==> src/design/hhf_pkg.sv <==
package hhf_pkg;

   // default sizes of the name stores
   localparam int NAME_BYTES_DEF    = 256;
   localparam int BLACK_ENTRIES_DEF = 16;
   localparam int WHITE_ENTRIES_DEF = 16;

   // length field wide enough for the largest supported name size
   localparam int LEN_MAX_W = 11;

   // input opcodes
   typedef logic [1:0] opcode_type;
   localparam opcode_type OP_PAYLOAD = 2'd0;
   localparam opcode_type OP_BLACK   = 2'd1;
   localparam opcode_type OP_WHITE   = 2'd2;
   localparam opcode_type OP_NONE    = 2'd3;

   // result reasons
   typedef logic [2:0] reason_type;
   localparam reason_type REASON_DISABLED  = 3'd0;
   localparam reason_type REASON_NO_METHOD = 3'd1;
   localparam reason_type REASON_NO_HOST   = 3'd2;
   localparam reason_type REASON_WHITE     = 3'd3;
   localparam reason_type REASON_BLACK     = 3'd4;
   localparam reason_type REASON_UNLISTED  = 3'd5;
   localparam reason_type REASON_INSERTED  = 3'd6;
   localparam reason_type REASON_DUPLICATE = 3'd7;

   // characters the parser looks for
   localparam logic [7:0] CH_CR  = 8'h0D;
   localparam logic [7:0] CH_LF  = 8'h0A;
   localparam logic [7:0] CH_NUL = 8'h00;
   localparam logic [7:0] CH_G   = 8'h47;
   localparam logic [7:0] CH_P   = 8'h50;
   localparam logic [7:0] CH_H   = 8'h48;
   localparam logic [2:0] HOST_KEY_LEN = 3'd6;

   typedef struct packed {
      logic [1:0]  opcode;
      logic [7:0]  data_byte;
      logic        last;
      logic [47:0] station_mac;
   } req_type;

   typedef struct packed {
      logic        verdict;
      logic [2:0]  reason;
      logic [7:0]  host_length;
      logic [31:0] redirect_count;
   } rsp_type;

   typedef enum logic [2:0] {
      JOB_DISABLED,
      JOB_NO_METHOD,
      JOB_JUDGE,
      JOB_BLACK_INS,
      JOB_WHITE_INS
   } job_kind_type;

   typedef struct packed {
      job_kind_type         kind;
      logic [47:0]          mac;
      logic [LEN_MAX_W-1:0] len;
   } job_type;

   typedef struct packed {
      logic                 we;
      logic [LEN_MAX_W-1:0] addr;
      logic [7:0]           data;
   } stg_wr_type;

   // "Host: " key
   function automatic logic [7:0] host_key(input logic [2:0] pos);
      logic [7:0] ch;
      case (pos)
         3'd0: ch = 8'h48;
         3'd1: ch = 8'h6F;
         3'd2: ch = 8'h73;
         3'd3: ch = 8'h74;
         3'd4: ch = 8'h3A;
         default: ch = 8'h20;
      endcase
      return ch;
   endfunction

   // host length reported on the result, saturated to eight bits
   function automatic logic [7:0] sat_len(input logic [LEN_MAX_W-1:0] len);
      return (|len[LEN_MAX_W-1:8]) ? 8'hFF : len[7:0];
   endfunction

endpackage

==> src/design/hhf_job_fifo.sv <==
module hhf_job_fifo (
   input  logic              clock,
   input  logic              reset,
   input  logic              push_i,
   input  hhf_pkg::job_type  data_i,
   input  logic              pop_i,
   output logic              full_o,
   output logic              empty_o,
   output hhf_pkg::job_type  data_o
);

   hhf_pkg::job_type mem_ff [2];
   logic       wr_ptr_ff, wr_ptr_in;
   logic       rd_ptr_ff, rd_ptr_in;
   logic [1:0] count_ff, count_in;
   logic       do_push, do_pop;

   assign full_o  = count_ff == 2'd2;
   assign empty_o = count_ff == 2'd0;
   assign data_o  = mem_ff[rd_ptr_ff];
   assign do_push = push_i && !full_o;
   assign do_pop  = pop_i && !empty_o;

   always_comb begin
      wr_ptr_in = do_push ? !wr_ptr_ff : wr_ptr_ff;
      rd_ptr_in = do_pop ? !rd_ptr_ff : rd_ptr_ff;
      count_in  = count_ff + {1'b0, do_push} - {1'b0, do_pop};
   end

   always_ff @(posedge clock) begin
      if (reset) begin
         wr_ptr_ff <= 1'b0;
         rd_ptr_ff <= 1'b0;
         count_ff  <= 2'd0;
      end else begin
         wr_ptr_ff <= wr_ptr_in;
         rd_ptr_ff <= rd_ptr_in;
         count_ff  <= count_in;
      end
   end

   always_ff @(posedge clock) begin
      if (do_push) begin
         mem_ff[wr_ptr_ff] <= data_i;
      end
   end

endmodule

==> config.mk <==
export PLATFORM = sky130hd
export DESIGN_NAME = hhf_job_fifo
export DESIGN_NICKNAME = d
export VERILOG_FILES = /design/src/design/hhf_pkg.sv /design/src/design/hhf_job_fifo.sv
export SDC_FILE = /design/constraint.sdc
export NUM_CORES = 1
export LEC_CHECK = 0
export BUFFER_PORTS_ARGS = -buffer_cell sky130_fd_sc_hd__buf_2
export CORE_ASPECT_RATIO = 0.75
export CORE_UTILIZATION = 54
export CTS_BUF_LIST = sky130_fd_sc_hd__clkbuf_8
export CTS_CLUSTER_SIZE = 40
export DETAILED_ROUTE_END_ITERATION = 12
export HOLD_SLACK_MARGIN = 0.02
export PLACE_DENSITY = 0.82
export SYNTH_ARGS = -nofsm -noshare
export SYNTH_HDL_FRONTEND = slang
export SYNTH_SLANG_ARGS = --single-unit
==> constraint.sdc <==
create_clock -name clock -period 3.4 [get_ports clock]
set_clock_uncertainty 0.05 [all_clocks]
set_input_delay 0.34 -clock clock [delete_from_list [all_inputs] [get_ports clock]]
set_output_delay 0.34 -clock clock [all_outputs]
set_load 0.01 [all_outputs]
==> run metrics, run 1 <==
Mapped Nets=roughly 290; # hold bufs at CTS=0; pwr dens=775.8 nW/µm²; Clock Sinks=approximately 130; remaining global-route overflow=0; cell count after synthesis=between 200 and 250; Final nets=between 400 and 500; Syn Area/Cell=21.38 µm²; n_diodes=0; Mapped Area=about 4700 µm²; period utilization=72.00%; initial core utilization=between 50% and 60%; dpl hpwl=between 5 and 6 mm; fin crit period=about 2.4 ns; Final Wtd Congestion=slightly below 0.7; routed length per instance=16.87 µm; worst path arrival time=between 2 and 2.5 ns; maximum root-to-sink buffer count=2; DRT iter0 DRCs=95; Total GRT Usage=19.56%; DRT Pass-1 Iters=4; critical path class=reg2out; Clk Tree Root Cell=clkbuf_8; Hold Fails Final Rpt=0; Max-cap violations=0; drt via density=between 5 and 6; DRC violations left=0; number of library cell types mapped by synthesis=21; num ports=130; initial antenna violation count=0; port bufs=approximately 130; TritonCTS clock tree=done; first-pass GRT wire length=~13 mm; Fill cells=575; Yosys reg bits=129; area post-placement=5498 µm²; die height=about 83 µm; Peak Freq=roughly 410 MHz; worst slack, placed=between 1 and 1.5 ns; Final WS setup=approximately 0.95 ns; area leader, netlist=edfxtp_1; row count=29; fin area=5943 µm²; number of gates resized after cts=0; Detail Route Antenna Nets=0; startpoint types=flip-flop; most common cell after layout, fill and taps aside=buf_2; sequential fraction of the synthesis area=81.30%; P&R area growth vs syn=26.36%; Slew headroom=a little under half; H-tree levels=4; die width=roughly 110 µm; Sum Neg Setup Slack=0 ns; DRT Wirelength=8.216 mm; Slew Viols, Final=0; P_leak=0.002257 µW; Peak VDD IR=603.6 µV; Synth top area share=between 70% and 80%; Worst-Margin Slew=between 0.8 and 0.9 ns; largest net degree at the start of global routing=34; core box area=between 8000 and 9000 µm²; Clk Latency, worst-skew pair=about 0.41 ns; vias post-DR=between 2k and 2.5k; TritonCTS buffer count=17; Worst Hold Class=in2reg; Worst-path clk slew=roughly 0.07 ns; share of cells above drive strength 1=60.16%; vias in the first global route=between 2k and 3k; Synth Warn #=0; RSZ-0062 raised after global routing=false; Critical Path Sink Type=output pin; Finish-stage setup viols=0; crit path max fanout=33; Synth area leaders=edfxtp_1, mux2_2, dfxtp_1, buf_4, ha_1; critical path required time=between 3 and 4 ns; most frequent cells in the layout=buf_2, edfxtp_1, mux2_2; status=complete, no violations; setup repair bufs after CTS=0; Die Area=between 9000 and 10000 µm²
-- sequential cells by signal (all words and copies together) (netlist names), named ones only --
signal and count:
wr_ptr_ff 1, count_ff 2, mem_ff 124, rd_ptr_ff 1
-- final timing paths --
check	start	endpoint	slack [ns]	depth (start not counted)
setup / recovery	flip-flop	data_o[4]	0.95	3
hold / removal	data_i[43]	mem_ff[0][43]$_DFFE_PP_	0.06	1
setup reg to reg	count_ff[0]$_SDFF_PP0_	mem_ff[0][28]$_DFFE_PP_	1.26	5
hold reg to reg	rd_ptr_ff$_SDFFE_PP0P_	rd_ptr_ff$_SDFFE_PP0P_	0.48	2
-- cell type report --
cell class / instances / area, µm² / area share (%)
clock buffers: 17 / 234.0 / 3.937
multi-input cells: 80 / 817.0 / 13.75
well taps: 108 / 135.1 / 2.274
inverters: 4 / 15.01 / 0.2526
flip-flops and latches: 129 / 3825 / 64.36
repair buffers: 134 / 725.7 / 12.21
clock inverters: 15 / 191.4 / 3.221
-- worst max-delay path: stages, from the launching register on --
cell and delay [ns]:
dfxtp_2 0.80, buf_12 0.30, mux2_2 0.37, buf_2 0.14
-- logic make-up after synthesis --
kind of cell	synth area share [%]
flip-flops	81.30
multiplexers	14.84
buffers and inverters	1.330
AND/OR/NAND/NOR	1.250
AO/OA/AOI/OAI	0.3723
XOR/XNOR	0.3725
adder cells (fa/ha/maj)	0.5320
-- per-layer routing --
| metal | vias up | GRT usage, % | routed length, µm |
|---|---|---|---|
| li1 | 1154 | - | - |
| met1 | 1184 | 23.66 | 3474 |
| met2 | 94 | 31.10 | 4057 |
| met3 | 8 | 9.812 | 646 |
| met4 | 0 | 5.333 | 38 |
| met5 | - | 0 | 0 |
-- synth_stat cells --
| cell | n |
|---|---|
| a21oi_1 | 1 |
| and2_1 | 1 |
| and3_2 | 1 |
| buf_2 | 2 |
| buf_4 | 5 |
| dfxtp_1 | 5 |
| edfxtp_1 | 124 |
| ha_1 | 2 |
| inv_1 | 3 |
| inv_2 | 1 |
| mux2_2 | 62 |
| nand2_1 | 1 |
| nand2b_2 | 1 |
| nor2_1 | 4 |
| nor2b_1 | 1 |
| nor3_1 | 1 |
| o21a_1 | 1 |
| o21ai_0 | 1 |
| or3_1 | 1 |
| xnor2_1 | 1 |
| xor2_1 | 1 |
-- power breakdown --
group / internal (µW) / switching (µW) / leakage [µW] / total, µW
combinational: 547 / 557 / 0.000849 / 1100
sequential: 2030 / 114 / 0.00120 / 2140
clock: 794 / 574 / 0.000208 / 1370
-- through the flow --
| step | cells | power (µW) | hold WS (ns) | util [%] |
|---|---|---|---|---|
| after floorplan | 220 | 2854 | 0.3591 | - |
| after global placement | 453 | 3249 | 0.4245 | 65.03 |
| after detailed placement | 453 | 3286 | 0.4630 | 65.03 |
| after CTS | 485 | 4662 | 0.03343 | 70.06 |
| after global routing | 487 | 4839 | 0.02047 | 70.30 |
| final | 487 | 4611 | 0.06155 | 70.30 |
Note: power is estimated with default switching activity, not from simulation.
==> run 2, diff against run 1 <==
Clock period 3.4 ns to 2.28 ns, I/O delays scaled along.
==> run metrics, run 2 (same netlist as run 1, synthesis figures left out) <==
Clk Latency, worst-skew pair=0.41 ns (about the same); Reg2Reg Depth=5 (unchanged); remaining global-route overflow=0 (unchanged); Hold WS=0.1794 ns (+0.1178 ns); part of the power in registers=43.2% (-3.2 points); status=complete, no violations; DRC violations left=0 (unchanged); r2r setup slk=0.49 ns (-0.77 ns); vias post-DR=2701 (+11%); critical path required time=2.00 ns (-1.01 ns); Peak VDD IR=738.6 µV (+22%); CP max-delay cell=mux2_2; setup repair bufs after CTS=0 (unchanged); drt via density=4.902 (-2.2%); die width=109.8 µm (unchanged); core box area=8454 µm² (unchanged); Gate power share=25.2% (+1.3 points); fin crit period=~1.9 ns; Max-cap violations=0 (unchanged); worst r2r src=count_ff[0]$_SDFF_PP0_; # hold bufs at CTS=63 (+63); largest net degree at the start of global routing=37 (+8.8%); initial antenna violation count=0 (unchanged); startpoint types=flip-flop; number of flip-flops in the largest register=124 (unchanged); DRT Pass-1 Iters=4 (unchanged); Die Area=9091 µm² (unchanged); Total GRT Usage=21.02% (+1.5 points); most frequent cells in the layout=buf_2, edfxtp_1, dlygate4sd3_1; routed length per instance=16.25 µm (-3.7%); Worst Setup EP=data_o[42]; first-pass GRT wire length=13.82 mm (+9.4%); Hold Fails Final Rpt=0 (unchanged); register name with the most flops=mem_ff; number of gates resized after cts=0 (unchanged); Finish-stage setup viols=0 (unchanged); Slew headroom=70.67% (+24 points); period utilization=between 80% and 90%; crit-path cells=buf_4, mux2_2, buf_2; Final nets=498 (+15%); P_int=5308 µW (+58%); maximum root-to-sink buffer count=2 (unchanged); Top Usage Layer GRT=met2; Worst-Margin Slew=0.4400 ns (-0.3613 ns); Clock power frac=31.6% (+1.9 points); Critical Path Sink Type=output pin; share of cells above drive strength 1=52.14% (-8.0 points); Worst-path clk slew=0.07 ns (about the same); TritonCTS buffer count=17 (unchanged); RSZ-0062 raised after global routing=false; port bufs=129 (unchanged); GRT met2 Usage=36.76% (+5.7 points); vias in the first global route=2967 (+14%); Worst Hold Class=in2reg; crit-path max cell delay=0.40 ns (-0.40 ns); Clock Sinks=129 (unchanged); P&R area growth vs syn=40.38%; sw frac=26.28% (-0.69 points); most common cell after layout, fill and taps aside=buf_2; die height=82.82 µm (unchanged); M3 GR Usage=8.948% (-0.86 points); Peak Freq=approximately 520 MHz; Final Wtd Congestion=0.6809 (+0.99%); TritonCTS clock tree=done; Switching Power=1892 µW (+52%); family with the most delay on the worst path=buffers and inverters; DRT Wirelength=8.953 mm (+9.0%); H-tree levels=4 (unchanged); dpl hpwl=5.073 mm (-3.0%); DRT iter0 DRCs=149 (+57%); Largest regs=mem_ff (124), count_ff (2); pwr dens=1091 nW/µm² (+41%); initial core utilization=55.63% (unchanged); n_diodes=0 (unchanged); Sum Neg Setup Slack=0 ns (unchanged); critical path class=reg2out; num ports=130 (unchanged); Slew Viols, Final=0 (unchanged); crit path max fanout=31 (-6.1%); row count=29 (unchanged); Clk Tree Root Cell=clkbuf_8; Detail Route Antenna Nets=0 (unchanged); worst path arrival time=1.65 ns (-0.41 ns); grt met1 use=22.77% (-0.89 points); critical path depth in cells=3 (unchanged); RR Endpoint=mem_ff[0][53]$_DFFE_PP_; P_leak=0.002544 µW (+13%); CP Buf/Inv Count=2 (unchanged)
run 2: worst min path at each step:
stage,start,end,slack [ns],cells after the start
after global routing,push_i,wr_ptr_ff$_SDFFE_PP0P_,0.18,4
after detailed placement,data_i[61],mem_ff[1][61]$_DFFE_PP_,0.37,1
after floorplan,reset,wr_ptr_ff$_SDFFE_PP0P_,0.25,1
after CTS,push_i,wr_ptr_ff$_SDFFE_PP0P_,0.17,4
final,push_i,wr_ptr_ff$_SDFFE_PP0P_,0.18,4
after global placement,data_i[47],mem_ff[0][47]$_DFFE_PP_,0.37,1
run 2: final cells by class:
cell class | instances | area, µm²
clock inverters | 15 | 239.0
fillers | 459 | 1852
repair buffers | 198 | 1334
well taps | 108 | 135.1
flip-flops and latches | 129 | 3825
inverters | 4 | 18.77
clock buffers | 17 | 234.0
multi-input cells | 80 | 817.0
run 2: layer usage:
metal	vias to the layer above	wire, µm
met2	102	4584
met5	-	0
met3	12	608
met1	1308	3627
met4	0	132
li1	1279	-
run 2: per-stage QoR:
step / instance area [µm²] / setup WS (ns) / instances / util (%) / power, µW
after floorplan: 4707 / 0.2118 / 220 / - / 4255
after global placement: 5499 / 0.5487 / 456 / 65.04 / 4846
after detailed placement: 5499 / 0.4970 / 456 / 65.04 / 4889
after CTS: 6603 / 0.3277 / 551 / 78.10 / 7233
after global routing: 6603 / 0.2474 / 551 / 78.10 / 7522
final: 6603 / 0.3540 / 551 / 78.10 / 7201
run 2: power by group through the flow:
stage | Clock, µW | Sequential (µW) | Combinational [µW]
3_5_place_dp | 0 | 3170 | 1720
5_1_grt | 2410 | 3150 | 1960
4_1_cts | 2300 | 3110 | 1820
2_1_floorplan | 0 | 3140 | 1120
6_report | 2270 | 3110 | 1810
3_3_place_gp | 0 | 3140 | 1710
run 2: worst min-delay path, delay by kind of cell:
kind / cells / cell delay, ns
buf+inv: 2 / 0.13
compound gates: 2 / 0.24
==> run 3, diff against run 2 <==
Clock period 2.28 ns to 1.95 ns, I/O delays scaled along.
==> run metrics, run 3 (same netlist as run 1, synthesis figures left out) <==
number of flip-flops in the largest register=124 (unchanged); startpoint types=flip-flop; initial antenna violation count=0 (unchanged); worst path arrival time=1.60 ns (-0.05 ns); routed length per instance=16.84 µm (+3.6%); Detail Route Antenna Nets=0 (unchanged); Total GRT Usage=21.23% (+0.21 points); Worst Setup EP=data_o[48]; H-tree levels=4 (unchanged); num ports=130 (unchanged); row count=29 (unchanged); remaining global-route overflow=0 (unchanged); Max-cap violations=0 (unchanged); CP max-delay cell=dfxtp_4; critical path class=reg2out; Clk Latency, worst-skew pair=0.42 ns (about the same); die width=109.8 µm (unchanged); critical path required time=1.70 ns (-0.30 ns); drt via density=5.018 (+2.4%); die height=82.82 µm (unchanged); Largest regs=mem_ff (124), count_ff (2); TritonCTS clock tree=done; DRT iter0 DRCs=96 (-36%); crit path max fanout=16 (-48%); status=complete, no violations; RSZ-0062 raised after global routing=false; Peak VDD IR=850.3 µV (+15%); most frequent cells in the layout=buf_2, edfxtp_1, dlygate4sd3_1; vias post-DR=2785 (+3.1%); most common cell after layout, fill and taps aside=buf_2; Slew Viols, Final=0 (unchanged); largest net degree at the start of global routing=33 (-11%); dpl hpwl=5.304 mm (+4.5%); initial core utilization=55.63% (unchanged); period utilization=between 90% and 100%; P&R area growth vs syn=42.35%; Sum Neg Setup Slack=0 ns (unchanged); Peak Freq=roughly 540 MHz; first-pass GRT wire length=13.63 mm (-1.4%); Final nets=502 (+0.80%); Clk Tree Root Cell=clkbuf_8; DRC violations left=0 (unchanged); TritonCTS buffer count=17 (unchanged); Final Wtd Congestion=0.7060 (+3.7%); Fill cells=474 (+3.3%); share of cells above drive strength 1=53.24% (+1.1 points); Reg2Reg Depth=7 (+2); Worst-path clk slew=0.07 ns (about the same); Core Util, Final=79.19% (+1.1 points); crit-path max cell delay=0.46 ns (+0.06 ns); Finish-stage setup viols=0 (unchanged); n_diodes=0 (unchanged); Die Area=9091 µm² (unchanged); register name with the most flops=mem_ff; P_leak=0.002575 µW (+1.2%); Clock Sinks=129 (unchanged); Slew headroom=71.34% (+0.68 points); Critical Path Sink Type=output pin; DRT Pass-1 Iters=4 (unchanged); port bufs=129 (unchanged); pwr dens=1269 nW/µm² (+16%); fin crit period=1.840 ns; RR Endpoint=count_ff[1]$_SDFF_PP0_; maximum root-to-sink buffer count=2 (unchanged); Hold Fails Final Rpt=0 (unchanged); vias in the first global route=2898 (-2.3%); crit-path cells=clkbuf_16, mux2_2, buf_2; worst r2r src=count_ff[1]$_SDFF_PP0_; Worst Hold Class=in2reg; core box area=8454 µm² (unchanged); Worst-Margin Slew=0.4299 ns (-0.01013 ns); r2r setup slk=0.32 ns (-0.17 ns); DRT Wirelength=9.346 mm (+4.4%)
-- run 3: final cells by class --
| cell class | instances | area, µm² | area share (%) |
|---|---|---|---|
| flip-flops and latches | 129 | 3830 | 57.20 |
| repair buffers | 202 | 1431 | 21.38 |
| multi-input cells | 80 | 827.0 | 12.35 |
| clock buffers | 17 | 234.0 | 3.495 |
| clock inverters | 15 | 216.5 | 3.233 |
| well taps | 108 | 135.1 | 2.018 |
| inverters | 4 | 21.27 | 0.3177 |
-- run 3: repair_timing --
item | CTS | global route
setup endpoints to repair | 32 | 28
setup buffers | 0 | 3
gates resized for setup | 1 | 0
hold endpoints to repair | 129 | 0
cloned | 0 | 1
hold buffers | 63 | 0
-- run 3: metrics by stage --
step,instance area (µm²),total power [µW],cells,hold WS (ns),worst slack (ns)
6_report,6695,8497,555,0.1332,0.1098
5_1_grt,6695,8871,555,0.1247,0.03764
4_1_cts,6648,8464,551,0.1020,0.03317
3_5_place_dp,5564,5824,456,0.3362,0.3300
3_3_place_gp,5564,5771,456,0.3324,0.3772
2_1_floorplan,4722,5001,220,0.2092,-0.01189
-- run 3: how the worst min path moves through the flow --
stage / cells after the start / endpoint / startpoint / slack (ns)
2_1_floorplan: 1 / count_ff[0]$_SDFF_PP0_ / reset / 0.21
3_3_place_gp: 1 / mem_ff[0][58]$_DFFE_PP_ / data_i[58] / 0.33
3_5_place_dp: 1 / mem_ff[0][40]$_DFFE_PP_ / data_i[40] / 0.34
4_1_cts: 4 / wr_ptr_ff$_SDFFE_PP0P_ / push_i / 0.10
5_1_grt: 4 / wr_ptr_ff$_SDFFE_PP0P_ / push_i / 0.12
6_report: 4 / wr_ptr_ff$_SDFFE_PP0P_ / push_i / 0.13
-- run 3: power breakdown --
group / internal, µW / switching [µW] / total (µW)
logic: 1170 / 1110 / 2280
registers: 3540 / 149 / 3690
clock network: 1520 / 1010 / 2530
total: 6220 / 2280 / 8500
-- run 3: worst max-delay path, delay by kind of cell, from the launching register on --
family                 cells  cell delay, ns
buffers and inverters      2            0.37
flip-flops                 1            0.46
multiplexers               1            0.35
-- run 3: routing by layer --
layer | vias to the layer above | routed length [µm] | global-route usage [%]
met5 | - | 0 | 0
met4 | 0 | 16 | 5.576
met3 | 2 | 730 | 10.44
met2 | 113 | 4913 | 36.82
met1 | 1375 | 3686 | 22.88
li1 | 1295 | - | -
