==> src/design/hhf_pkg.sv <==
package hhf_pkg;

   // default sizes of the name stores
   localparam int NAME_BYTES_DEF    = 256;
   localparam int BLACK_ENTRIES_DEF = 16;
   localparam int WHITE_ENTRIES_DEF = 16;

   // length field wide enough for the largest supported name size
   localparam int LEN_MAX_W = 11;

   // input opcodes
   typedef logic [1:0] opcode_type;
   localparam opcode_type OP_PAYLOAD = 2'd0;
   localparam opcode_type OP_BLACK   = 2'd1;
   localparam opcode_type OP_WHITE   = 2'd2;
   localparam opcode_type OP_NONE    = 2'd3;

   // result reasons
   typedef logic [2:0] reason_type;
   localparam reason_type REASON_DISABLED  = 3'd0;
   localparam reason_type REASON_NO_METHOD = 3'd1;
   localparam reason_type REASON_NO_HOST   = 3'd2;
   localparam reason_type REASON_WHITE     = 3'd3;
   localparam reason_type REASON_BLACK     = 3'd4;
   localparam reason_type REASON_UNLISTED  = 3'd5;
   localparam reason_type REASON_INSERTED  = 3'd6;
   localparam reason_type REASON_DUPLICATE = 3'd7;

   // characters the parser looks for
   localparam logic [7:0] CH_CR  = 8'h0D;
   localparam logic [7:0] CH_LF  = 8'h0A;
   localparam logic [7:0] CH_NUL = 8'h00;
   localparam logic [7:0] CH_G   = 8'h47;
   localparam logic [7:0] CH_P   = 8'h50;
   localparam logic [7:0] CH_H   = 8'h48;
   localparam logic [2:0] HOST_KEY_LEN = 3'd6;

   typedef struct packed {
      logic [1:0]  opcode;
      logic [7:0]  data_byte;
      logic        last;
      logic [47:0] station_mac;
   } req_type;

   typedef struct packed {
      logic        verdict;
      logic [2:0]  reason;
      logic [7:0]  host_length;
      logic [31:0] redirect_count;
   } rsp_type;

   typedef enum logic [2:0] {
      JOB_DISABLED,
      JOB_NO_METHOD,
      JOB_JUDGE,
      JOB_BLACK_INS,
      JOB_WHITE_INS
   } job_kind_type;

   typedef struct packed {
      job_kind_type         kind;
      logic [47:0]          mac;
      logic [LEN_MAX_W-1:0] len;
   } job_type;

   typedef struct packed {
      logic                 we;
      logic [LEN_MAX_W-1:0] addr;
      logic [7:0]           data;
   } stg_wr_type;

   // "Host: " key
   function automatic logic [7:0] host_key(input logic [2:0] pos);
      logic [7:0] ch;
      case (pos)
         3'd0: ch = 8'h48;
         3'd1: ch = 8'h6F;
         3'd2: ch = 8'h73;
         3'd3: ch = 8'h74;
         3'd4: ch = 8'h3A;
         default: ch = 8'h20;
      endcase
      return ch;
   endfunction

   // host length reported on the result, saturated to eight bits
   function automatic logic [7:0] sat_len(input logic [LEN_MAX_W-1:0] len);
      return (|len[LEN_MAX_W-1:8]) ? 8'hFF : len[7:0];
   endfunction

endpackage

==> src/design/hhf_front.sv <==
module hhf_front #(
   parameter int NAME_BYTES = hhf_pkg::NAME_BYTES_DEF
) (
   input  logic                clock,
   input  logic                reset,
   input  logic                push,
   output logic                full,
   input  hhf_pkg::req_type    req_data,
   input  logic                csr_write_enable,
   input  logic                csr_write_data,
   input  logic                fifo_full_i,
   input  logic                stg_release_i,
   output logic                job_push_o,
   output hhf_pkg::job_type    job_o,
   output hhf_pkg::stg_wr_type stg_wr_o
);

   localparam int LW = $clog2(NAME_BYTES + 1);

   typedef enum logic [10:0] {
      PH_IDLE     = 11'b00000000001,
      PH_SKIP     = 11'b00000000010,
      PH_LINE     = 11'b00000000100,
      PH_CR       = 11'b00000001000,
      PH_MATCH    = 11'b00000010000,
      PH_HOST     = 11'b00000100000,
      PH_DONE     = 11'b00001000000,
      PH_BLK      = 11'b00010000000,
      PH_BLK_SHUT = 11'b00100000000,
      PH_WHT      = 11'b01000000000,
      PH_WHT_SHUT = 11'b10000000000
   } phase_type;

   phase_type   phase_ff, phase_in, ph;
   logic [LW-1:0] len_ff, len_in, ln;
   logic [2:0]  mp_ff, mp_in, mp;
   logic        enable_ff, enable_in;
   logic        busy_ff, busy_in;
   logic        accept;
   logic [1:0]  cur_stream;
   logic        emitted;

   // which stream an unfinished item belongs to: none, packet, black, white
   function automatic logic [1:0] stream_of(input phase_type p);
      logic [1:0] s;
      case (p)
         PH_IDLE: s = 2'd0;
         PH_SKIP, PH_LINE, PH_CR, PH_MATCH, PH_HOST, PH_DONE: s = 2'd1;
         PH_BLK, PH_BLK_SHUT: s = 2'd2;
         default: s = 2'd3;
      endcase
      return s;
   endfunction

   // hold input while the job queue is full or the back end still reads the staged name
   assign full   = fifo_full_i || busy_ff;
   assign accept = push && !full;
   assign cur_stream = stream_of(phase_ff);
   assign enable_in  = csr_write_enable ? csr_write_data : enable_ff;

   always_comb begin
      ph         = phase_ff;
      ln         = len_ff;
      mp         = mp_ff;
      emitted    = 1'b0;
      job_push_o = 1'b0;
      job_o.kind = hhf_pkg::JOB_JUDGE;
      job_o.mac  = req_data.station_mac;
      job_o.len  = '0;
      stg_wr_o.we   = 1'b0;
      stg_wr_o.addr = hhf_pkg::LEN_MAX_W'(len_ff);
      stg_wr_o.data = req_data.data_byte;
      busy_in = stg_release_i ? 1'b0 : busy_ff;

      if (accept && req_data.opcode != hhf_pkg::OP_NONE) begin
         // a byte of another stream drops the unfinished item
         if (cur_stream != 2'd0 && cur_stream != req_data.opcode + 2'd1) begin
            ph = PH_IDLE;
            ln = '0;
            mp = 3'd0;
         end
         if (req_data.opcode == hhf_pkg::OP_PAYLOAD) begin
            case (ph)
               PH_IDLE: begin
                  ln = '0;
                  mp = 3'd0;
                  if (!enable_ff) begin
                     job_o.kind = hhf_pkg::JOB_DISABLED;
                     emitted = 1'b1;
                     ph = PH_SKIP;
                  end else if (req_data.data_byte == hhf_pkg::CH_G ||
                               req_data.data_byte == hhf_pkg::CH_P ||
                               req_data.data_byte == hhf_pkg::CH_H) begin
                     ph = PH_LINE;
                  end else begin
                     job_o.kind = hhf_pkg::JOB_NO_METHOD;
                     emitted = 1'b1;
                     ph = PH_SKIP;
                  end
               end
               PH_LINE: begin
                  if (req_data.data_byte == hhf_pkg::CH_CR) ph = PH_CR;
               end
               PH_CR: begin
                  if (req_data.data_byte == hhf_pkg::CH_LF) begin
                     ph = PH_MATCH;
                     mp = 3'd0;
                  end else if (req_data.data_byte != hhf_pkg::CH_CR) begin
                     ph = PH_LINE;
                  end
               end
               PH_MATCH: begin
                  if (req_data.data_byte == hhf_pkg::host_key(mp)) begin
                     mp = mp + 3'd1;
                     if (mp == hhf_pkg::HOST_KEY_LEN) begin
                        ph = PH_HOST;
                        ln = '0;
                     end
                  end else begin
                     ph = (req_data.data_byte == hhf_pkg::CH_CR) ? PH_CR : PH_LINE;
                  end
               end
               PH_HOST: begin
                  if (req_data.data_byte == hhf_pkg::CH_CR ||
                      req_data.data_byte == hhf_pkg::CH_LF ||
                      req_data.data_byte == hhf_pkg::CH_NUL) begin
                     ph = PH_DONE;
                  end else if (ln < LW'(NAME_BYTES - 1)) begin
                     stg_wr_o.we   = 1'b1;
                     stg_wr_o.addr = hhf_pkg::LEN_MAX_W'(ln);
                     ln = ln + LW'(1);
                     if (ln >= LW'(NAME_BYTES - 1)) ph = PH_DONE;
                  end else begin
                     ph = PH_DONE;
                  end
               end
               default: begin
               end
            endcase
            if (req_data.last) begin
               if (!emitted) begin
                  job_o.kind = hhf_pkg::JOB_JUDGE;
                  emitted = 1'b1;
               end
               ph = PH_IDLE;
               mp = 3'd0;
            end
         end else begin
            if (ph == PH_IDLE) begin
               ln = '0;
               ph = (req_data.opcode == hhf_pkg::OP_BLACK) ? PH_BLK : PH_WHT;
            end
            if (ph == PH_BLK || ph == PH_WHT) begin
               if (req_data.data_byte == hhf_pkg::CH_NUL) begin
                  ph = (ph == PH_BLK) ? PH_BLK_SHUT : PH_WHT_SHUT;
               end else if (ln < LW'(NAME_BYTES)) begin
                  stg_wr_o.we   = 1'b1;
                  stg_wr_o.addr = hhf_pkg::LEN_MAX_W'(ln);
                  ln = ln + LW'(1);
               end
            end
            if (req_data.last) begin
               ph = PH_IDLE;
               job_o.kind = (req_data.opcode == hhf_pkg::OP_BLACK) ?
                            hhf_pkg::JOB_BLACK_INS : hhf_pkg::JOB_WHITE_INS;
               emitted = 1'b1;
            end
         end
         job_o.len  = hhf_pkg::LEN_MAX_W'(ln);
         job_push_o = emitted;
         if (emitted && job_o.kind != hhf_pkg::JOB_DISABLED &&
             job_o.kind != hhf_pkg::JOB_NO_METHOD) begin
            busy_in = 1'b1;
         end
      end
      phase_in = ph;
      len_in   = ln;
      mp_in    = mp;
   end

   always_ff @(posedge clock) begin
      if (reset) begin
         phase_ff  <= PH_IDLE;
         len_ff    <= '0;
         mp_ff     <= 3'd0;
         enable_ff <= 1'b0;
         busy_ff   <= 1'b0;
      end else begin
         phase_ff  <= phase_in;
         len_ff    <= len_in;
         mp_ff     <= mp_in;
         enable_ff <= enable_in;
         busy_ff   <= busy_in;
      end
   end

endmodule

==> config.mk <==
export PLATFORM = sky130hd
export DESIGN_NAME = hhf_front
export DESIGN_NICKNAME = d
export VERILOG_FILES = /design/src/design/hhf_pkg.sv /design/src/design/hhf_front.sv
export SDC_FILE = /design/constraint.sdc
export NUM_CORES = 1
export LEC_CHECK = 0
export BUFFER_PORTS_ARGS = -buffer_cell sky130_fd_sc_hd__buf_2
export CAP_MARGIN = 5
export CORE_ASPECT_RATIO = 1.5
export CORE_UTILIZATION = 30
export DETAILED_ROUTE_END_ITERATION = 10
export GPL_ROUTABILITY_DRIVEN = 0
export PLACE_DENSITY = 0.49
export SKIP_LAST_GASP = 1
export SYNTH_ARGS = -nofsm -noshare
export SYNTH_HDL_FRONTEND = slang
export SYNTH_SLANG_ARGS = --single-unit
==> constraint.sdc <==
create_clock -name clock -period 6.5 [get_ports clock]
set_input_delay 0.325 -clock clock [delete_from_list [all_inputs] [get_ports clock]]
set_output_delay 0.325 -clock clock [all_outputs]
set_load 0.05 [all_outputs]
==> flow_summary.html, run 1 <==
<table>
<tr><th>Metric</th><th>Value</th></tr>
<tr><th colspan="2">Yosys</th></tr>
<tr><td>Number of flops mapped to enable cells by yosys</td><td>0</td></tr>
<tr><td>Average cell area after synthesis</td><td>6.77 µm²</td></tr>
<tr><td>Predominant post-synthesis flop cell</td><td>dfxtp_1</td></tr>
<tr><td>Cells after synthesis</td><td>588</td></tr>
<tr><td>Yosys reg bits</td><td>25</td></tr>
<tr><td>Main area contributors after synthesis</td><td>dfxtp_1 13%, buf_4 11%, nand2_1 4.8%, nor2_1 4.7%, a21oi_1 4.7%</td></tr>
<tr><td>Synth area leader</td><td>dfxtp_1</td></tr>
<tr><td>Number of library cell types mapped by synthesis</td><td>76</td></tr>
<tr><td>Cell area after synthesis</td><td>0.00398 mm²</td></tr>
<tr><td>Warnings from Yosys</td><td>0</td></tr>
<tr><td>Top-area cell type share of the netlist area</td><td>12.6%</td></tr>
<tr><td>Asr flop ratio synth</td><td>0%</td></tr>
<tr><td>Post-synthesis sequential area ratio</td><td>12.6%</td></tr>
<tr><th colspan="2">Clocking</th></tr>
<tr><td>Maximum clock insertion buffer count</td><td>2</td></tr>
<tr><td>PostCTS Resize Cnt</td><td>0</td></tr>
<tr><td>Clock transition at the registers of the reported paths</td><td>70 ps</td></tr>
<tr><td>Clock sinks</td><td>25</td></tr>
<tr><td>Clock tree from TritonCTS</td><td>done</td></tr>
<tr><td>Worst-skew pair later-pin latency</td><td>280 ps</td></tr>
<tr><td>Number of buffers inserted to repair setup after CTS</td><td>0</td></tr>
<tr><td>Number of buffers inserted by hold repair at cts</td><td>0</td></tr>
<tr><td>CTS buffer count</td><td>3</td></tr>
<tr><td>Clock Tree Root</td><td>clkbuf_16</td></tr>
<tr><td>Max H-tree Level</td><td>1</td></tr>
<tr><th colspan="2">Die</th></tr>
<tr><td>Die area</td><td>0.0137 mm²</td></tr>
<tr><td>Number of cell rows</td><td>51</td></tr>
<tr><td>Num ports</td><td>150</td></tr>
<tr><td>Die outline height</td><td>143 µm</td></tr>
<tr><td>X dimension of the die</td><td>96.1 µm</td></tr>
<tr><td>Core Box Area</td><td>0.0130 mm²</td></tr>
<tr><td>Starting utilization of the core area</td><td>30.7%</td></tr>
<tr><th colspan="2">Power and ir drop</th></tr>
<tr><td>Total leakage power</td><td>1.49 nW</td></tr>
<tr><td>Pwr per Cell Area</td><td>134 mW/mm²</td></tr>
<tr><td>Maximum ir drop on the vdd rail</td><td>0.0839 mV</td></tr>
<tr><th colspan="2">Place</th></tr>
<tr><td>Post-Place Cells</td><td>703</td></tr>
<tr><td>HPWL Detailed</td><td>10900 µm</td></tr>
<tr><td>IO Port Bufs</td><td>49</td></tr>
<tr><th colspan="2">STA</th></tr>
<tr><td>Total count of max-transition violations in the final report</td><td>0</td></tr>
<tr><td>Setup repair after global routing missed its margin</td><td>no</td></tr>
<tr><td>Final hold vios</td><td>0</td></tr>
<tr><td>Hold Slack</td><td>288 ps</td></tr>
<tr><td>Final critical delay including setup and external delays</td><td>5950 ps</td></tr>
<tr><td>Final setup fails</td><td>0</td></tr>
<tr><td>Final period utilization</td><td>91.5%</td></tr>
<tr><td>Worst-Margin Slew</td><td>994 ps</td></tr>
<tr><td>Post-Route Skew</td><td>6.84 ps</td></tr>
<tr><td>Worst relative slew slack</td><td>33.2%</td></tr>
<tr><td>Setup TNS</td><td>0 ps</td></tr>
<tr><td>Max Freq</td><td>168 MHz</td></tr>
<tr><th colspan="2">Worst setup path</th></tr>
<tr><td>Critical path peak fanout</td><td>16</td></tr>
<tr><td>Crit path depth</td><td>17</td></tr>
<tr><td>Worst setup startpoint</td><td>phase_ff[2]</td></tr>
<tr><td>CP delay by family, top</td><td>simple AND/OR/NAND/NOR gates</td></tr>
<tr><td>Sum of buffers and inverters on the critical path</td><td>3</td></tr>
<tr><td>Crit path max-delay cell type</td><td>nor4_1</td></tr>
<tr><td>Cell breakdown of the critical path</td><td>or4_1 &gt; nor4_1 &gt; o31a_1 &gt; and2_1 &gt; buf_4 &gt; nand2_1 &gt; inv_1 &gt; ha_1 &gt; ha_1 &gt; nor2b_1 &gt; nor4bb_1 &gt; nand3_1 &gt; o311ai_4 &gt; nand4_1 &gt; o211a_1 &gt; o221a_2 &gt; buf_2</td></tr>
<tr><td>Most numerous cell on the critical path</td><td>ha_1</td></tr>
<tr><td>Arr. time, crit path</td><td>5620 ps</td></tr>
<tr><td>WS Path Type</td><td>reg -&gt; out</td></tr>
<tr><td>Launch instance of the worst register-to-register path</td><td>phase_ff[2]</td></tr>
<tr><td>Delay of the slowest cell on the worst path</td><td>630 ps</td></tr>
<tr><td>Type of destination of the critical path</td><td>output port</td></tr>
<tr><td>Worst R2R End</td><td>phase_ff[0]</td></tr>
<tr><td>Destination of the critical timing path</td><td>job_o[8]</td></tr>
<tr><td>Register-to-Register Path Depth</td><td>17</td></tr>
<tr><td>Required @ worst endpoint</td><td>6170 ps</td></tr>
<tr><td>Reg-to-reg slack, setup</td><td>1150 ps</td></tr>
<tr><td>Sort of element at the start of the critical path</td><td>register</td></tr>
<tr><th colspan="2">Detailed routing</th></tr>
<tr><td>ANT nets after route</td><td>0</td></tr>
<tr><td>Total wire length after detailed routing</td><td>14800 µm</td></tr>
<tr><td>Total via count after detailed routing</td><td>4466</td></tr>
<tr><td>DRC viols</td><td>0</td></tr>
<tr><td>Post-DR wirelength/cell</td><td>20.9 µm</td></tr>
<tr><td>First-iteration detailed-routing DRC count</td><td>469</td></tr>
<tr><td>Detailed-router iteration count before antenna repair</td><td>6</td></tr>
<tr><td>Via-per-instance ratio</td><td>6.32</td></tr>
<tr><th colspan="2">Global routing</th></tr>
<tr><td>Global-route total usage across every layer</td><td>21.7%</td></tr>
<tr><td>Maximum number of pins on one net before global-route repair</td><td>33</td></tr>
<tr><td>Vias in the first global route</td><td>4212</td></tr>
<tr><td>First-pass GRT wire length</td><td>22700 µm</td></tr>
<tr><td>Initial antenna violation count</td><td>0</td></tr>
<tr><td>Grt total ovfl</td><td>0</td></tr>
<tr><th colspan="2">Job</th></tr>
<tr><td>Max_cap viols</td><td>0</td></tr>
<tr><th colspan="2">Cells and area</th></tr>
<tr><td>Area occupied by multi-input gates</td><td>0.00278 mm²</td></tr>
<tr><td>Antenna cell count</td><td>0</td></tr>
<tr><td>Nets</td><td>626</td></tr>
<tr><td>Area Overhead vs Synth</td><td>-0.974%</td></tr>
<tr><td>Area taken by flip-flops and latches</td><td>500 µm²</td></tr>
<tr><td>Fraction of final layout cells with drive strength greater than 1</td><td>15.1%</td></tr>
<tr><td>Non-Filler Instances</td><td>707</td></tr>
<tr><td>Core Util, Final</td><td>30.4%</td></tr>
<tr><td>Layout filler cell count</td><td>1429</td></tr>
<tr><th colspan="2">Status</th></tr>
<tr><td>Result of the run</td><td>complete, no violations</td></tr>
<tr><th colspan="2">Worst hold path</th></tr>
<tr><td>HP Class</td><td>in -&gt; reg</td></tr>
<tr><td>Number of stages on the worst hold path</td><td>3</td></tr>
</table>
## worst register-to-register path, cell delays in order, from the launching register on
cell and delay (ps):
dfxtp_1 400, or4_1 580, nor4_1 630, o211ai_1 320, and2_1 230, buf_4 200, nand2_1 130, inv_1 100
ha_1 290, and3_1 260, o21ai_0 210, a211oi_1 130, o41ai_1 410, nor2_1 80, o21ai_0 480, o211ai_1 270
a31oi_1 360, o211ai_1 130
## state kept, by name (all words and copies together), names as in the netlist
name,count
mp_ff,3
len_ff,9
busy_ff,1
phase_ff,11
enable_ff,1
## cells by family after synthesis
group                    count (synthesis)  share of synthesized area, %
XOR/XNOR                                11                          2.42
flip-flops                              25                          12.6
adder cells (fa/ha/maj)                 11                          3.46
AO/OA/AOI/OAI                          169                          29.6
buffers and inverters                  124                          18.0
multiplexers                             8                          2.01
AND/OR/NAND/NOR                        239                          31.9
other                                    1                        0.0942
## layer usage
| layer | GRT usage, % | vias to the layer above | wire length [µm] |
|---|---|---|---|
| li1 | - | 2037 | - |
| met1 | 24.6 | 2099 | 5620 |
| met2 | 35.5 | 247 | 6980 |
| met3 | 2.61 | 83 | 960 |
| met4 | 18.5 | 0 | 1190 |
| met5 | 0 | - | 0 |
## where the power goes
group	internal, W	switching (W)
Clock	0.0000846	0.0000693
Combinational	0.0000592	0.000154
Sequential	0.000156	0.00000657
## placed cells by master (no fill, tap or decap), types with 8 or more instances in the layout
cell type and n:
a21oi_1 37, a31oi_1 19, and2_1 8, and3_1 10, buf_2 49, buf_4 9, dfxtp_1 25, ha_1 11
inv_1 18, mux2i_1 8, nand2_1 51, nand3_1 22, nand4_1 17, nor2_1 50, nor3_1 17, nor4_1 11
o211ai_1 12, o21ai_0 34
## area by class of cell
cell class | instances | share of cell area, %
Tap cell | 159 | 5.05
Timing Repair Buffer | 58 | 7.93
Inverter | 19 | 1.81
Multi-Input combinational cell | 442 | 70.5
Sequential cell | 25 | 12.7
Clock buffer | 4 | 2.00
## Yosys cell counts (all sizes together), types with 5 or more instances
cell type  number
nand2          51
nor3           17
a211oi          7
nor4           11
dfxtp          25
a31oi          20
o211ai         12
clkbuf         36
xnor2           6
xor2            5
and2           10
a21oi          37
ha             11
mux2i           8
nor2           50
or3             7
nand3          22
inv            18
buf            69
nor2b           5
nor3b           5
o21ai          34
and3           10
or4             7
or2             5
nand4          18
## metrics by stage
| step | total power (W) | instance area [µm²] | setup slack (ps) |
|---|---|---|---|
| after global routing | 0.000556 | 3940 | 223 |
| after global placement | 0.000374 | 3860 | 1120 |
| after CTS | 0.000526 | 3940 | 590 |
| final | 0.000530 | 3940 | 554 |
| after detailed placement | 0.000374 | 3860 | 899 |
| after floorplan | 0.000394 | 3990 | 832 |
## worst min path at each step
stage / from / endpoint / slack, ps
floorplan: busy_ff / busy_ff / 450
global placement: busy_ff / busy_ff / 470
detailed placement: mp_ff[0] / mp_ff[0] / 480
CTS: csr_write_data / enable_ff / 290
global route: csr_write_data / enable_ff / 310
finish: csr_write_data / enable_ff / 290
Note: power is estimated with default switching activity, not from simulation.
==> run 2: changes to the inputs <==
- CELL_PAD_IN_SITES_DETAIL_PLACEMENT: default -> 0
- CELL_PAD_IN_SITES_GLOBAL_PLACEMENT: default -> 1
- PLACE_DENSITY: 0.49 -> 0.69
==> flow_summary.html, run 2 (synthesis results as in run 1) <==
<table>
<tr><th>Metric</th><th>Value</th></tr>
<tr><th colspan="2">Global routing</th></tr>
<tr><td>Initial antenna violation count</td><td>0 (unchanged)</td></tr>
<tr><td>Grt total ovfl</td><td>0 (unchanged)</td></tr>
<tr><td>Vias in the first global route</td><td>4095 (-2.8%)</td></tr>
<tr><td>Global-route total usage across every layer</td><td>21.2% (-0.58 points)</td></tr>
<tr><td>First-pass GRT wire length</td><td>22400 µm (-1.6%)</td></tr>
<tr><td>Maximum number of pins on one net before global-route repair</td><td>36 (+9.1%)</td></tr>
<tr><th colspan="2">Die</th></tr>
<tr><td>Starting utilization of the core area</td><td>30.7% (unchanged)</td></tr>
<tr><td>Core Box Area</td><td>0.0130 mm² (unchanged)</td></tr>
<tr><td>Number of cell rows</td><td>51 (unchanged)</td></tr>
<tr><td>Die area</td><td>0.0137 mm² (unchanged)</td></tr>
<tr><td>Die outline height</td><td>143 µm (unchanged)</td></tr>
<tr><td>X dimension of the die</td><td>96.1 µm (unchanged)</td></tr>
<tr><td>Num ports</td><td>150 (unchanged)</td></tr>
<tr><th colspan="2">Detailed routing</th></tr>
<tr><td>Via-per-instance ratio</td><td>6.21 (-1.8%)</td></tr>
<tr><td>First-iteration detailed-routing DRC count</td><td>421 (-10%)</td></tr>
<tr><td>DRC viols</td><td>0 (unchanged)</td></tr>
<tr><td>Total via count after detailed routing</td><td>4381 (-1.9%)</td></tr>
<tr><td>Total wire length after detailed routing</td><td>14300 µm (-2.8%)</td></tr>
<tr><td>Post-DR wirelength/cell</td><td>20.3 µm (-2.6%)</td></tr>
<tr><td>ANT nets after route</td><td>0 (unchanged)</td></tr>
<tr><td>Detailed-router iteration count before antenna repair</td><td>5 (-1)</td></tr>
<tr><th colspan="2">Clocking</th></tr>
<tr><td>Clock tree from TritonCTS</td><td>done</td></tr>
<tr><td>Clock transition at the registers of the reported paths</td><td>80 ps (about the same)</td></tr>
<tr><td>Clock Tree Root</td><td>clkbuf_16</td></tr>
<tr><td>Clock sinks</td><td>25 (unchanged)</td></tr>
<tr><td>Maximum clock insertion buffer count</td><td>2 (unchanged)</td></tr>
<tr><td>Number of buffers inserted to repair setup after CTS</td><td>0 (unchanged)</td></tr>
<tr><td>CTS buffer count</td><td>3 (unchanged)</td></tr>
<tr><td>Max H-tree Level</td><td>1 (unchanged)</td></tr>
<tr><td>PostCTS Resize Cnt</td><td>0 (unchanged)</td></tr>
<tr><td>Worst-skew pair later-pin latency</td><td>270 ps (about the same)</td></tr>
<tr><td>Number of buffers inserted by hold repair at cts</td><td>0 (unchanged)</td></tr>
<tr><th colspan="2">Worst setup path</th></tr>
<tr><td>Most numerous cell on the critical path</td><td>ha_1</td></tr>
<tr><td>Reg-to-reg slack, setup</td><td>1060 ps (-90 ps)</td></tr>
<tr><td>Critical path peak fanout</td><td>14 (-2)</td></tr>
<tr><td>Delay of the slowest cell on the worst path</td><td>680 ps (+50 ps)</td></tr>
<tr><td>Arr. time, crit path</td><td>5780 ps (+160 ps)</td></tr>
<tr><td>Required @ worst endpoint</td><td>6170 ps (about the same)</td></tr>
<tr><td>Type of destination of the critical path</td><td>output port</td></tr>
<tr><td>Crit path max-delay cell type</td><td>nor4_1</td></tr>
<tr><td>Cell breakdown of the critical path</td><td>or4_1 &gt; nor4_1 &gt; o31a_1 &gt; and2_1 &gt; nand2_1 &gt; inv_1 &gt; ha_1 &gt; ha_1 &gt; nor2b_1 &gt; nor4bb_1 &gt; nand3_1 &gt; o311ai_4 &gt; nand4_1 &gt; o211a_1 &gt; o221a_2 &gt; buf_2</td></tr>
<tr><td>Sum of buffers and inverters on the critical path</td><td>2 (-1)</td></tr>
<tr><td>CP delay by family, top</td><td>simple AND/OR/NAND/NOR gates</td></tr>
<tr><td>WS Path Type</td><td>reg -&gt; out</td></tr>
<tr><td>Sort of element at the start of the critical path</td><td>register</td></tr>
<tr><th colspan="2">Cells and area</th></tr>
<tr><td>Nets</td><td>625 (-0.16%)</td></tr>
<tr><td>Most frequent standard cell in the layout excluding fill and tap cells</td><td>nand2_1</td></tr>
<tr><td>Number of flip-flops in the largest register</td><td>11 (unchanged)</td></tr>
<tr><td>Antenna cell count</td><td>0 (unchanged)</td></tr>
<tr><td>Area Overhead vs Synth</td><td>-1.07% (about the same)</td></tr>
<tr><td>Layout filler cell count</td><td>1444 (+1.0%)</td></tr>
<tr><td>Fraction of final layout cells with drive strength greater than 1</td><td>15.2% (+0.028 points)</td></tr>
<tr><td>Register with the highest flop count</td><td>phase_ff</td></tr>
<tr><td>Biggest regs</td><td>phase_ff x11, len_ff x9, mp_ff x3</td></tr>
<tr><td>Post-route cell area</td><td>0.00394 mm² (about the same)</td></tr>
<tr><td>Highest-count cells in the layout ignoring fill and taps</td><td>51 x nand2_1, 50 x nor2_1, 49 x buf_2</td></tr>
<tr><th colspan="2">Power and ir drop</th></tr>
<tr><td>Total leakage power</td><td>1.48 nW (-0.36%)</td></tr>
<tr><td>Maximum ir drop on the vdd rail</td><td>0.0732 mV (-13%)</td></tr>
<tr><td>Pwr per Cell Area</td><td>133 mW/mm² (-0.72%)</td></tr>
<tr><th colspan="2">Place</th></tr>
<tr><td>IO Port Bufs</td><td>49 (unchanged)</td></tr>
<tr><td>Post-DP Area</td><td>0.00386 mm² (-0.19%)</td></tr>
<tr><td>HPWL Detailed</td><td>10700 µm (-1.7%)</td></tr>
<tr><th colspan="2">STA</th></tr>
<tr><td>Setup TNS</td><td>0 ps (unchanged)</td></tr>
<tr><td>Worst relative slew slack</td><td>32.2% (-0.99 points)</td></tr>
<tr><td>Final critical delay including setup and external delays</td><td>6110 ps (+160 ps)</td></tr>
<tr><td>Post-Route Skew</td><td>5.61 ps (-1.24 ps)</td></tr>
<tr><td>Setup repair after global routing missed its margin</td><td>no</td></tr>
<tr><td>Worst-Margin Slew</td><td>1010 ps (+11.9 ps)</td></tr>
<tr><td>Final hold vios</td><td>0 (unchanged)</td></tr>
<tr><td>Total count of max-transition violations in the final report</td><td>0 (unchanged)</td></tr>
<tr><td>Final period utilization</td><td>93.9% (+2.5 points)</td></tr>
<tr><td>Final setup fails</td><td>0 (unchanged)</td></tr>
<tr><td>Max Freq</td><td>164 MHz (-2.6%)</td></tr>
<tr><th colspan="2">Status</th></tr>
<tr><td>Result of the run</td><td>complete, no violations</td></tr>
<tr><th colspan="2">Worst hold path</th></tr>
<tr><td>HP Class</td><td>in -&gt; reg</td></tr>
<tr><th colspan="2">Job</th></tr>
<tr><td>Max_cap viols</td><td>0 (unchanged)</td></tr>
</table>
[run 2: final timing paths]
kind	from	endpoint	cells past startpoint
min	csr_write_data	enable_ff	3
max	phase_ff[2]	job_o[8]	16
max reg2reg	phase_ff[2]	len_ff[2]	15
min reg2reg	busy_ff	busy_ff	2
[run 2: layout make-up]
type,count,area (µm²),area share (%)
Clock inverter,1,7.51,0.191
Timing Repair Buffer,57,305,7.75
Sequential cell,25,500,12.7
Inverter,19,71.3,1.81
Multi-Input combinational cell,442,2780,70.6
Clock buffer,3,75.1,1.91
Tap cell,159,199,5.05
[run 2: worst reg2reg max path, cell delays in order (launching register included)]
cell and delay (ps):
dfxtp_1 400, or4_1 590, nor4_1 680, o31a_1 370, and2_1 430, nand2_1 220
inv_1 130, ha_1 160, ha_1 280, nor2b_1 110, nor4bb_1 320, nand3_1 170
o311ai_4 150, nand4_1 580, a221oi_1 600, a211oi_1 130
[run 2: metrics by stage]
stage	total power (W)	instances	hold WS, ps	setup slack (ps)	util (%)
after global routing	0.000551	706	309	35.8	30.4
after detailed placement	0.000373	702	484	761	29.8
after CTS	0.000526	706	285	458	30.4
after floorplan	0.000394	591	447	832	-
after global placement	0.000371	702	467	1020	29.8
final	0.000525	706	291	394	30.4
[run 2: per-layer routing]
layer	share of wire, %	track usage, %	vias to the layer above
met5	0	0	-
met4	5.6	12.8	0
met3	6.7	1.81	70
met2	49	36.3	242
met1	39	24.9	2041
li1	-	-	2028
[run 2: power by group]
| group | switching (W) | internal, W | leakage, nW |
|---|---|---|---|
| Combinational | 0.000152 | 0.0000585 | 1.24 |
| Clock | 0.0000683 | 0.0000840 | 0.0371 |
| Sequential | 0.00000662 | 0.000156 | 0.202 |
| Total | 0.000227 | 0.000299 | 1.48 |
